`src/design/ramb_pkg.sv`:
```
package ramb_pkg;

    localparam int NUM_SLOTS   = 8;
    localparam int PARAM_WIDTH = 32;

    localparam int CMD_W     = 2;
    localparam int TID_W     = 3;
    localparam int SIG_W     = 8;
    localparam int FIELD_W   = 32;
    localparam int OWNER_W   = 4;
    localparam int SLOT_W    = (NUM_SLOTS > 1) ? $clog2(NUM_SLOTS) : 1;

    localparam logic [SIG_W-1:0] SIG_NULL = '0;

    typedef enum logic [CMD_W-1:0] {
        CMD_UPDATE     = 2'd0,
        CMD_RESET      = 2'd1,
        CMD_SEND       = 2'd2,
        CMD_SEND_PARAM = 2'd3
    } cmd_t;

    typedef logic [PARAM_WIDTH-1:0] slot_param_t;

    // The stored parameter is the field value cut or widened to the slot width.
    function automatic slot_param_t to_slot(input logic [FIELD_W-1:0] p);
        logic [63:0] w;
        w = 64'(p);
        return w[PARAM_WIDTH-1:0];
    endfunction

    function automatic logic [FIELD_W-1:0] to_field(input slot_param_t s);
        logic [63:0] w;
        w = 64'(s);
        return w[FIELD_W-1:0];
    endfunction

endpackage

```
`src/design/ramb_in_if.sv`:
```
interface ramb_in_if;
    import ramb_pkg::*;

    logic               valid;
    logic               ready;
    logic [CMD_W-1:0]   command;
    logic [TID_W-1:0]   thread_id;
    logic [SIG_W-1:0]   signal;
    logic [FIELD_W-1:0] param;

    modport source (output valid, command, thread_id, signal, param, input ready);
    modport sink   (input valid, command, thread_id, signal, param, output ready);
endinterface

```
`src/design/ramb_out_if.sv`:
```
interface ramb_out_if;
    import ramb_pkg::*;

    logic               valid;
    logic               ready;
    logic               delivered;
    logic [TID_W-1:0]   deliver_thread;
    logic [SIG_W-1:0]   deliver_signal;
    logic [FIELD_W-1:0] deliver_param;
    logic               send_accepted;

    modport source (output valid, delivered, deliver_thread, deliver_signal, deliver_param,
                    send_accepted, input ready);
    modport sink   (input valid, delivered, deliver_thread, deliver_signal, deliver_param,
                    send_accepted, output ready);
endinterface

```
`src/design/request_ack_mailbox_core.sv`:
```
// Request/acknowledge mailbox with one slot per thread. Every item produces exactly one
// result item; work waits while the output register holds a result. A send or a reset works
// on its thread's slot; an update walks the slots from slot 0 upward through a single slot
// compare unit, one slot per cycle, and stops at the first new request, or at once if its
// thread may not run updates. The input is taken again when the working phase ends, while
// the result may still wait in the output register. The owner register is written through
// cfg_we and cfg_wdata and resets to the slot count, which lets any thread run updates.
module request_ack_mailbox_core (
    input  logic                          clk,
    input  logic                          rst_n,
    input  logic                          cfg_we,
    input  logic [ramb_pkg::OWNER_W-1:0]  cfg_wdata,
    ramb_in_if.sink                       in_ch,
    ramb_out_if.source                    out_ch
);
    import ramb_pkg::*;

    typedef enum logic [1:0] {
        ST_IDLE = 2'b01,
        ST_WORK = 2'b10
    } state_t;

    state_t              state_reg, state_next;
    cmd_t                cmd_reg;
    logic [TID_W-1:0]    tid_reg;
    logic [SIG_W-1:0]    sig_reg;
    logic [FIELD_W-1:0]  param_reg;
    logic [SLOT_W-1:0]   idx_reg, idx_next;
    logic                range_ok_reg;
    logic [OWNER_W-1:0]  owner_reg;

    logic [SIG_W-1:0]    req_reg [NUM_SLOTS];
    logic [SIG_W-1:0]    ack_reg [NUM_SLOTS];
    slot_param_t         slot_param_reg [NUM_SLOTS];

    logic                out_valid_reg;
    logic                delivered_reg;
    logic [TID_W-1:0]    deliver_thread_reg;
    logic [SIG_W-1:0]    deliver_signal_reg;
    logic [FIELD_W-1:0]  deliver_param_reg;
    logic                send_accepted_reg;

    logic                in_fire, go, finish, permitted, last_slot;
    logic [SIG_W-1:0]    cur_req, cur_ack;
    slot_param_t         cur_par;
    logic                req_we, ack_we, par_we;
    logic [SIG_W-1:0]    req_wdata, ack_wdata;
    logic                res_delivered, res_accepted;
    logic [SIG_W-1:0]    res_signal;
    logic [FIELD_W-1:0]  res_param;

    assign in_ch.ready = (state_reg == ST_IDLE);
    assign in_fire     = in_ch.valid && in_ch.ready;
    assign go          = (state_reg == ST_WORK) && !out_valid_reg;

    assign cur_req   = req_reg[idx_reg];
    assign cur_ack   = ack_reg[idx_reg];
    assign cur_par   = slot_param_reg[idx_reg];
    assign last_slot = (idx_reg == SLOT_W'(NUM_SLOTS - 1));
    assign permitted = (32'(owner_reg) == 32'(tid_reg)) || (32'(owner_reg) == NUM_SLOTS);

    always_comb
    begin
        finish        = 1'b0;
        req_we        = 1'b0;
        ack_we        = 1'b0;
        par_we        = 1'b0;
        req_wdata     = SIG_NULL;
        ack_wdata     = SIG_NULL;
        res_delivered = 1'b0;
        res_accepted  = 1'b0;
        res_signal    = SIG_NULL;
        res_param     = '0;
        unique case (cmd_reg) inside
            CMD_UPDATE:
            begin
                if (!permitted)
                begin
                    finish = 1'b1;
                end
                else
                begin
                    if (cur_ack != SIG_NULL && cur_req == SIG_NULL)
                    begin
                        ack_we = 1'b1;
                    end
                    else if (cur_req != SIG_NULL && cur_req != cur_ack)
                    begin
                        ack_we    = 1'b1;
                        ack_wdata = cur_req;
                        finish    = 1'b1;
                        res_signal = cur_req;
                    end
                    res_delivered = 1'b1;
                    res_param     = (res_signal != SIG_NULL) ? to_field(cur_par)
                                                             : to_field(to_slot(param_reg));
                    if (last_slot)
                    begin
                        finish = 1'b1;
                    end
                end
            end
            CMD_RESET:
            begin
                finish = 1'b1;
                if (range_ok_reg && cur_req != SIG_NULL && cur_req == cur_ack)
                begin
                    req_we = 1'b1;
                end
            end
            CMD_SEND, CMD_SEND_PARAM:
            begin
                finish = 1'b1;
                if (range_ok_reg && sig_reg != cur_ack)
                begin
                    req_we       = 1'b1;
                    req_wdata    = sig_reg;
                    par_we       = (cmd_reg == CMD_SEND_PARAM);
                    res_accepted = 1'b1;
                end
            end
            default:
            begin
                finish = 1'b1;
            end
        endcase
    end

    always_comb
    begin
        state_next = state_reg;
        idx_next   = idx_reg;
        unique case (state_reg)
            ST_IDLE:
            begin
                if (in_fire)
                begin
                    state_next = ST_WORK;
                    idx_next   = (cmd_t'(in_ch.command) == CMD_UPDATE) ? '0
                                                                        : SLOT_W'(in_ch.thread_id);
                end
            end
            ST_WORK:
            begin
                if (go)
                begin
                    if (finish)
                    begin
                        state_next = ST_IDLE;
                    end
                    else
                    begin
                        idx_next = idx_reg + SLOT_W'(1);
                    end
                end
            end
            default:
            begin
                state_next = ST_IDLE;
            end
        endcase
    end

    always_ff @(posedge clk or negedge rst_n)
    begin
        if (!rst_n)
        begin
            state_reg     <= ST_IDLE;
            idx_reg       <= '0;
            owner_reg     <= OWNER_W'(NUM_SLOTS);
            out_valid_reg <= 1'b0;
            for (int i = 0; i < NUM_SLOTS; i++)
            begin
                req_reg[i]        <= SIG_NULL;
                ack_reg[i]        <= SIG_NULL;
                slot_param_reg[i] <= '0;
            end
        end
        else
        begin
            state_reg <= state_next;
            idx_reg   <= idx_next;
            if (cfg_we)
            begin
                owner_reg <= cfg_wdata;
            end
            if (go && req_we)
            begin
                req_reg[idx_reg] <= req_wdata;
            end
            if (go && ack_we)
            begin
                ack_reg[idx_reg] <= ack_wdata;
            end
            if (go && par_we)
            begin
                slot_param_reg[idx_reg] <= to_slot(param_reg);
            end
            if (go && finish)
            begin
                out_valid_reg <= 1'b1;
            end
            else if (out_ch.ready)
            begin
                out_valid_reg <= 1'b0;
            end
        end
    end

    always_ff @(posedge clk)
    begin
        if (in_fire)
        begin
            cmd_reg      <= cmd_t'(in_ch.command);
            tid_reg      <= in_ch.thread_id;
            sig_reg      <= in_ch.signal;
            param_reg    <= in_ch.param;
            range_ok_reg <= (32'(in_ch.thread_id) < NUM_SLOTS);
        end
        if (go && finish)
        begin
            delivered_reg      <= res_delivered;
            deliver_thread_reg <= res_delivered ? tid_reg : '0;
            deliver_signal_reg <= res_signal;
            deliver_param_reg  <= res_param;
            send_accepted_reg  <= res_accepted;
        end
    end

    assign out_ch.valid          = out_valid_reg;
    assign out_ch.delivered      = delivered_reg;
    assign out_ch.deliver_thread = deliver_thread_reg;
    assign out_ch.deliver_signal = deliver_signal_reg;
    assign out_ch.deliver_param  = deliver_param_reg;
    assign out_ch.send_accepted  = send_accepted_reg;

endmodule

```
`src/flat_wrapper.sv`:
```
// flat-port wrapper written by rule: the top's interface ports become plain ports
module request_ack_mailbox_core_flat import ramb_pkg::*;
  (clk, rst_n, cfg_we, cfg_wdata, in_ch_valid, in_ch_command, in_ch_thread_id, in_ch_signal, in_ch_param, in_ch_ready, out_ch_valid, out_ch_delivered, out_ch_deliver_thread, out_ch_deliver_signal, out_ch_deliver_param, out_ch_send_accepted, out_ch_ready);
  ramb_in_if in_ch_i ();
  ramb_out_if out_ch_i ();
  input  logic clk;
  input  logic rst_n;
  input  logic cfg_we;
  input  logic [ramb_pkg::OWNER_W-1:0] cfg_wdata;
  input wire logic [$bits(in_ch_i.valid)-1:0] in_ch_valid;
  input wire logic [$bits(in_ch_i.command)-1:0] in_ch_command;
  input wire logic [$bits(in_ch_i.thread_id)-1:0] in_ch_thread_id;
  input wire logic [$bits(in_ch_i.signal)-1:0] in_ch_signal;
  input wire logic [$bits(in_ch_i.param)-1:0] in_ch_param;
  output wire logic [$bits(in_ch_i.ready)-1:0] in_ch_ready;
  output wire logic [$bits(out_ch_i.valid)-1:0] out_ch_valid;
  output wire logic [$bits(out_ch_i.delivered)-1:0] out_ch_delivered;
  output wire logic [$bits(out_ch_i.deliver_thread)-1:0] out_ch_deliver_thread;
  output wire logic [$bits(out_ch_i.deliver_signal)-1:0] out_ch_deliver_signal;
  output wire logic [$bits(out_ch_i.deliver_param)-1:0] out_ch_deliver_param;
  output wire logic [$bits(out_ch_i.send_accepted)-1:0] out_ch_send_accepted;
  input wire logic [$bits(out_ch_i.ready)-1:0] out_ch_ready;
  assign in_ch_i.valid = in_ch_valid;
  assign in_ch_i.command = in_ch_command;
  assign in_ch_i.thread_id = in_ch_thread_id;
  assign in_ch_i.signal = in_ch_signal;
  assign in_ch_i.param = in_ch_param;
  assign in_ch_ready = in_ch_i.ready;
  assign out_ch_valid = out_ch_i.valid;
  assign out_ch_delivered = out_ch_i.delivered;
  assign out_ch_deliver_thread = out_ch_i.deliver_thread;
  assign out_ch_deliver_signal = out_ch_i.deliver_signal;
  assign out_ch_deliver_param = out_ch_i.deliver_param;
  assign out_ch_send_accepted = out_ch_i.send_accepted;
  assign out_ch_i.ready = out_ch_ready;
  request_ack_mailbox_core u_core (.clk(clk), .rst_n(rst_n), .cfg_we(cfg_we), .cfg_wdata(cfg_wdata), .in_ch(in_ch_i), .out_ch(out_ch_i));
endmodule
```
`config.mk`:
```
export PLATFORM = sky130hd
export DESIGN_NAME = request_ack_mailbox_core_flat
export DESIGN_NICKNAME = d
export VERILOG_FILES = /design/src/design/ramb_pkg.sv /design/src/design/ramb_in_if.sv /design/src/design/ramb_out_if.sv /design/src/design/request_ack_mailbox_core.sv /design/src/flat_wrapper.sv
export SDC_FILE = /design/constraint.sdc
export NUM_CORES = 1
export LEC_CHECK = 0
export BUFFER_PORTS_ARGS = -buffer_cell sky130_fd_sc_hd__buf_2
export CAP_MARGIN = 30
export CELL_PAD_IN_SITES_DETAIL_PLACEMENT = 0
export CELL_PAD_IN_SITES_GLOBAL_PLACEMENT = 1
export CORE_MARGIN = 2
export CORE_UTILIZATION = 47
export DETAILED_ROUTE_END_ITERATION = 10
export PLACE_DENSITY = 0.75
export SLEW_MARGIN = 40
export SYNTH_ARGS = -nofsm -noshare
export SYNTH_HDL_FRONTEND = slang
export SYNTH_SLANG_ARGS = --single-unit
```
`constraint.sdc`:
```
create_clock -name clk -period 5 [get_ports clk]
set_clock_uncertainty 0.1 [all_clocks]
set_input_delay 1 -clock clk [delete_from_list [all_inputs] [get_ports clk]]
set_output_delay 1 -clock clk [all_outputs]
set_load 0.02 [all_outputs]
```
==> metrics list <==
* Outcome: completed
- Among all flip-flop cells after synthesis, the most frequent one is sky130_fd_sc_hd__dfrtp_1.
- Number of setup buffers added after CTS: 0
- The library cells used most frequently in the layout, excluding fill and tap cells, are sky130_fd_sc_hd__dfrtp_1 (389), sky130_fd_sc_hd__mux2_2 (330), sky130_fd_sc_hd__a22o_1 (99), sky130_fd_sc_hd__buf_2 (99), sky130_fd_sc_hd__edfxtp_1 (90).
- The mapped netlist covers 20,900 um2.
* DRC marker count from the first detailed-route iteration: 948
- The via count of the first global-routing pass is 13,900.
* Tot Pwr: 12.4 mW
- After routing, the total negative slack on setup checks comes to 0 ps.
- Transition time at the pin with the least slew margin: between 800 and 900 ps
- Worst-case reg-to-reg path depth: 9
- For this run the aggregate overflow at the end of global routing stands at 0.
* Core Util, Final: 0.546
- After routing the design area is 24,000 um2.
- Post-cts resize count: 0
- Standard cell area after detailed placement: between 20,000 and 25,000 um2
* Worst-case setup slack after placement: 654 ps
- Capture instance of the worst register-to-register path: u_core.slot_param_reg[124]
- Floorplan die height: 215 um
* Die outline area: 46,200 um2
* Filler cell count in the final layout: between 3,000 and 4,000
- The initial antenna violation count is 0.
* Unique cell type count in the Yosys netlist: 52
- Synthesis inferred 484 register bits.
- Vias: 13,200
* Worst slack on hold paths: 227 ps
* Nature of the critical path endpoint: register
- Biggest area consumer among synthesized cells: sky130_fd_sc_hd__dfrtp_1
- Dividing the detail-routed wire length by the instance count gives 25.2 um.
- The core region is 44,000 um2.
- The detail route stage leaves a number of antenna-violating nets equal to 0.
- CTS built an H-tree with a depth of 2.
- The area growth from synthesis to layout is 14.9%.
- Kind of start point of the critical path: register
- First-pass GRT wire length: 85,000 um
* Starting density of the core: 0.475
- Clock input transition at the sequential cells of the worst setup and hold paths: 60 ps
- The tree built by TritonCTS fans out to around 480 sinks.
* Synth async-reset ratio: 0.814
- Number of nets in the final layout: 1,605
- Data required time at the worst endpoint: 5370 ps
- Leading cell type in the layout, fill and taps excluded: sky130_fd_sc_hd__dfrtp_1
- Setup repair after global routing left no endpoint under its margin.
* Hold Path Class: primary input to async pin
- For this design the ratio of total power to cell area is roughly 520 nW/um2.
* HPWL reported at the end of detailed placement: 33,500 um
- Arrival @ worst endpoint: 4730 ps
* Drc violations: 0
- TritonCTS clock tree: done
- The worst-case IR drop observed on VDD is 0.759 mV.
* GP Congestion: roughly 0.83
- Number of core rows: 77
* Average instance area after synthesis: 14.5 um2
- Crit Reg-Reg Startpoint: u_core.idx_reg[1]
- In the global route stage, overall resource usage came out at 0.241.
- Portion of the post-synthesis area used by sequential elements: 0.601
* Root buffer cell: sky130_fd_sc_hd__clkbuf_16
- The number of nets handed over by synthesis was 1,495.
* Max FFs per register: 256
- DR pass1 iterations: 5
- The repair_antennas step left the layout with diodes totalling 0.
* Final count of hold timing violations: 0
* Hold bufs inserted after CTS: 0
- Count of pins over their slew limit: 0
* Insertion delay to the later sink of the worst-skew pair: 600 ps
- In this run the worst setup path terminates at u_core.slot_param_reg[124].
* CP Launch Point: u_core.idx_reg[1]
* Register-to-register setup slack: 650 ps
- Top-area cell type share of the netlist area: 0.469
- The cell count after synthesis came out at 1,439.
* Maximum clock insertion buffer count: 3
- Via density per instance: 6.03
* Fraction of final layout cells with drive strength greater than 1: 0.381
* Share of the clock period used by the worst path: 0.870
- Top post-synthesis cells by area: sky130_fd_sc_hd__dfrtp_1 (47%), sky130_fd_sc_hd__mux2_2 (18%), sky130_fd_sc_hd__edfxtp_1 (13%)
- In this run the count of I/O pins placed on the die edge is 101.
- Port Buf Inserts: 100
- Maximum clock rate: 0.230 GHz
- CP max FO: 26
* Count of maximum capacitance violations: 0
- Setup violators final: 0
* Setup CP Type: register to register
* Smallest setup slack after layout: 648 ps
* Final Non-Filler Cells: 2,184
- Relative slew slack: 0.454
* Die W: 215 um
* Count of yosys warnings during synthesis: 0
- Routed wire length: approximately 55,000 um
- Number of synthesized flops with an enable pin: 90
* Number of buffers created by CTS: 51
* Leakage dissipation: 11.1 nW
- Counting I/O delays and the setup requirement, the final critical path takes 4350 ps.
- Once placement completed, the tool counted placed cells totaling 2,088.
- Entering global routing, the biggest net connects 76 pins.
-- worst min-delay path by stage --
stage	cells after the start	end
floorplan	1	u_core.req_reg[13]
detailed placement	1	u_core.req_reg[23]
global placement	1	u_core.slot_param_reg[105]
global route	1	u_core.slot_param_reg[229]
finish	1	u_core.slot_param_reg[229]
CTS	1	u_core.slot_param_reg[229]
-- layer usage --
layer | track usage | part of all wire | wire length, um
met1 | 0.326 | 0.44 | 24100
met2 | 0.394 | 0.48 | 26200
met3 | 0.0429 | 0.054 | 2960
met4 | 0.0818 | 0.031 | 1690
met5 | 0 | 0 | 0
-- worst max-delay path, cell delays in order (launching register included) --
cell and delay [ps]:
sky130_fd_sc_hd__dfrtp_2 830, sky130_fd_sc_hd__mux4_2 580, sky130_fd_sc_hd__mux2i_1 310, sky130_fd_sc_hd__xor2_1 180
sky130_fd_sc_hd__nand4_1 120, sky130_fd_sc_hd__o41ai_2 600, sky130_fd_sc_hd__inv_1 370, sky130_fd_sc_hd__nand3_2 500
sky130_fd_sc_hd__buf_12 270, sky130_fd_sc_hd__mux2_2 360
-- cells in the mapped netlist, types with 5 or more instances --
| master | count |
|---|---|
| sky130_fd_sc_hd__nand3_1 | 11 |
| sky130_fd_sc_hd__and3_1 | 8 |
| sky130_fd_sc_hd__nor3_1 | 14 |
| sky130_fd_sc_hd__nand2_1 | 41 |
| sky130_fd_sc_hd__buf_1 | 20 |
| sky130_fd_sc_hd__nor2b_1 | 7 |
| sky130_fd_sc_hd__mux2i_1 | 38 |
| sky130_fd_sc_hd__xor2_1 | 15 |
| sky130_fd_sc_hd__mux2_1 | 9 |
| sky130_fd_sc_hd__buf_4 | 15 |
| sky130_fd_sc_hd__a21oi_1 | 9 |
| sky130_fd_sc_hd__clkbuf_1 | 35 |
| sky130_fd_sc_hd__xnor2_1 | 9 |
| sky130_fd_sc_hd__a221oi_1 | 41 |
| sky130_fd_sc_hd__nor4b_1 | 5 |
| sky130_fd_sc_hd__nand2b_1 | 7 |
| sky130_fd_sc_hd__a222oi_1 | 13 |
| sky130_fd_sc_hd__inv_1 | 9 |
| sky130_fd_sc_hd__and2_1 | 11 |
| sky130_fd_sc_hd__nor2_1 | 58 |
| sky130_fd_sc_hd__a22o_1 | 99 |
| sky130_fd_sc_hd__dfrtp_1 | 392 |
| sky130_fd_sc_hd__o21ai_0 | 17 |
| sky130_fd_sc_hd__mux4_2 | 21 |
| sky130_fd_sc_hd__edfxtp_1 | 90 |
| sky130_fd_sc_hd__buf_2 | 23 |
| sky130_fd_sc_hd__a22oi_1 | 25 |
| sky130_fd_sc_hd__mux2_2 | 330 |
| sky130_fd_sc_hd__a311oi_1 | 25 |
| sky130_fd_sc_hd__nand4_1 | 7 |
-- layout make-up --
| cell class | instances | area [um2] | share of cell area |
|---|---|---|---|
| well taps | 592 | 741 | 0.0308 |
| flip-flops and latches | 484 | 12600 | 0.523 |
| repair buffers | 153 | 1080 | 0.0451 |
| multi-input cells | 849 | 7930 | 0.330 |
| clock inverters | 20 | 211 | 0.00880 |
| inverters | 10 | 37.5 | 0.00156 |
| clock buffers | 76 | 1450 | 0.0604 |
-- logic make-up (layout without fill, tap and decap cells) --
| logic type | Yosys count | count (layout) | share of synthesized area |
|---|---|---|---|
| DFF | 484 | 484 | 0.601 |
| muxes | 398 | 398 | 0.223 |
| AOI/OAI and AO/OA | 248 | 248 | 0.0991 |
| and+or+nand+nor | 177 | 177 | 0.0416 |
| buffers and inverters | 106 | 259 | 0.0242 |
| xor gates and xnor gates | 24 | 24 | 0.0100 |
| adders and majority gates | 2 | 2 | 0.00120 |
-- report_power, final --
part           internal (mW)  switching, mW
sequential              4.74          0.584
combinational           1.32           2.04
clock                   2.17           1.57
total                   8.23           4.20
No activity file was read; power rests on OpenSTA's default activity.
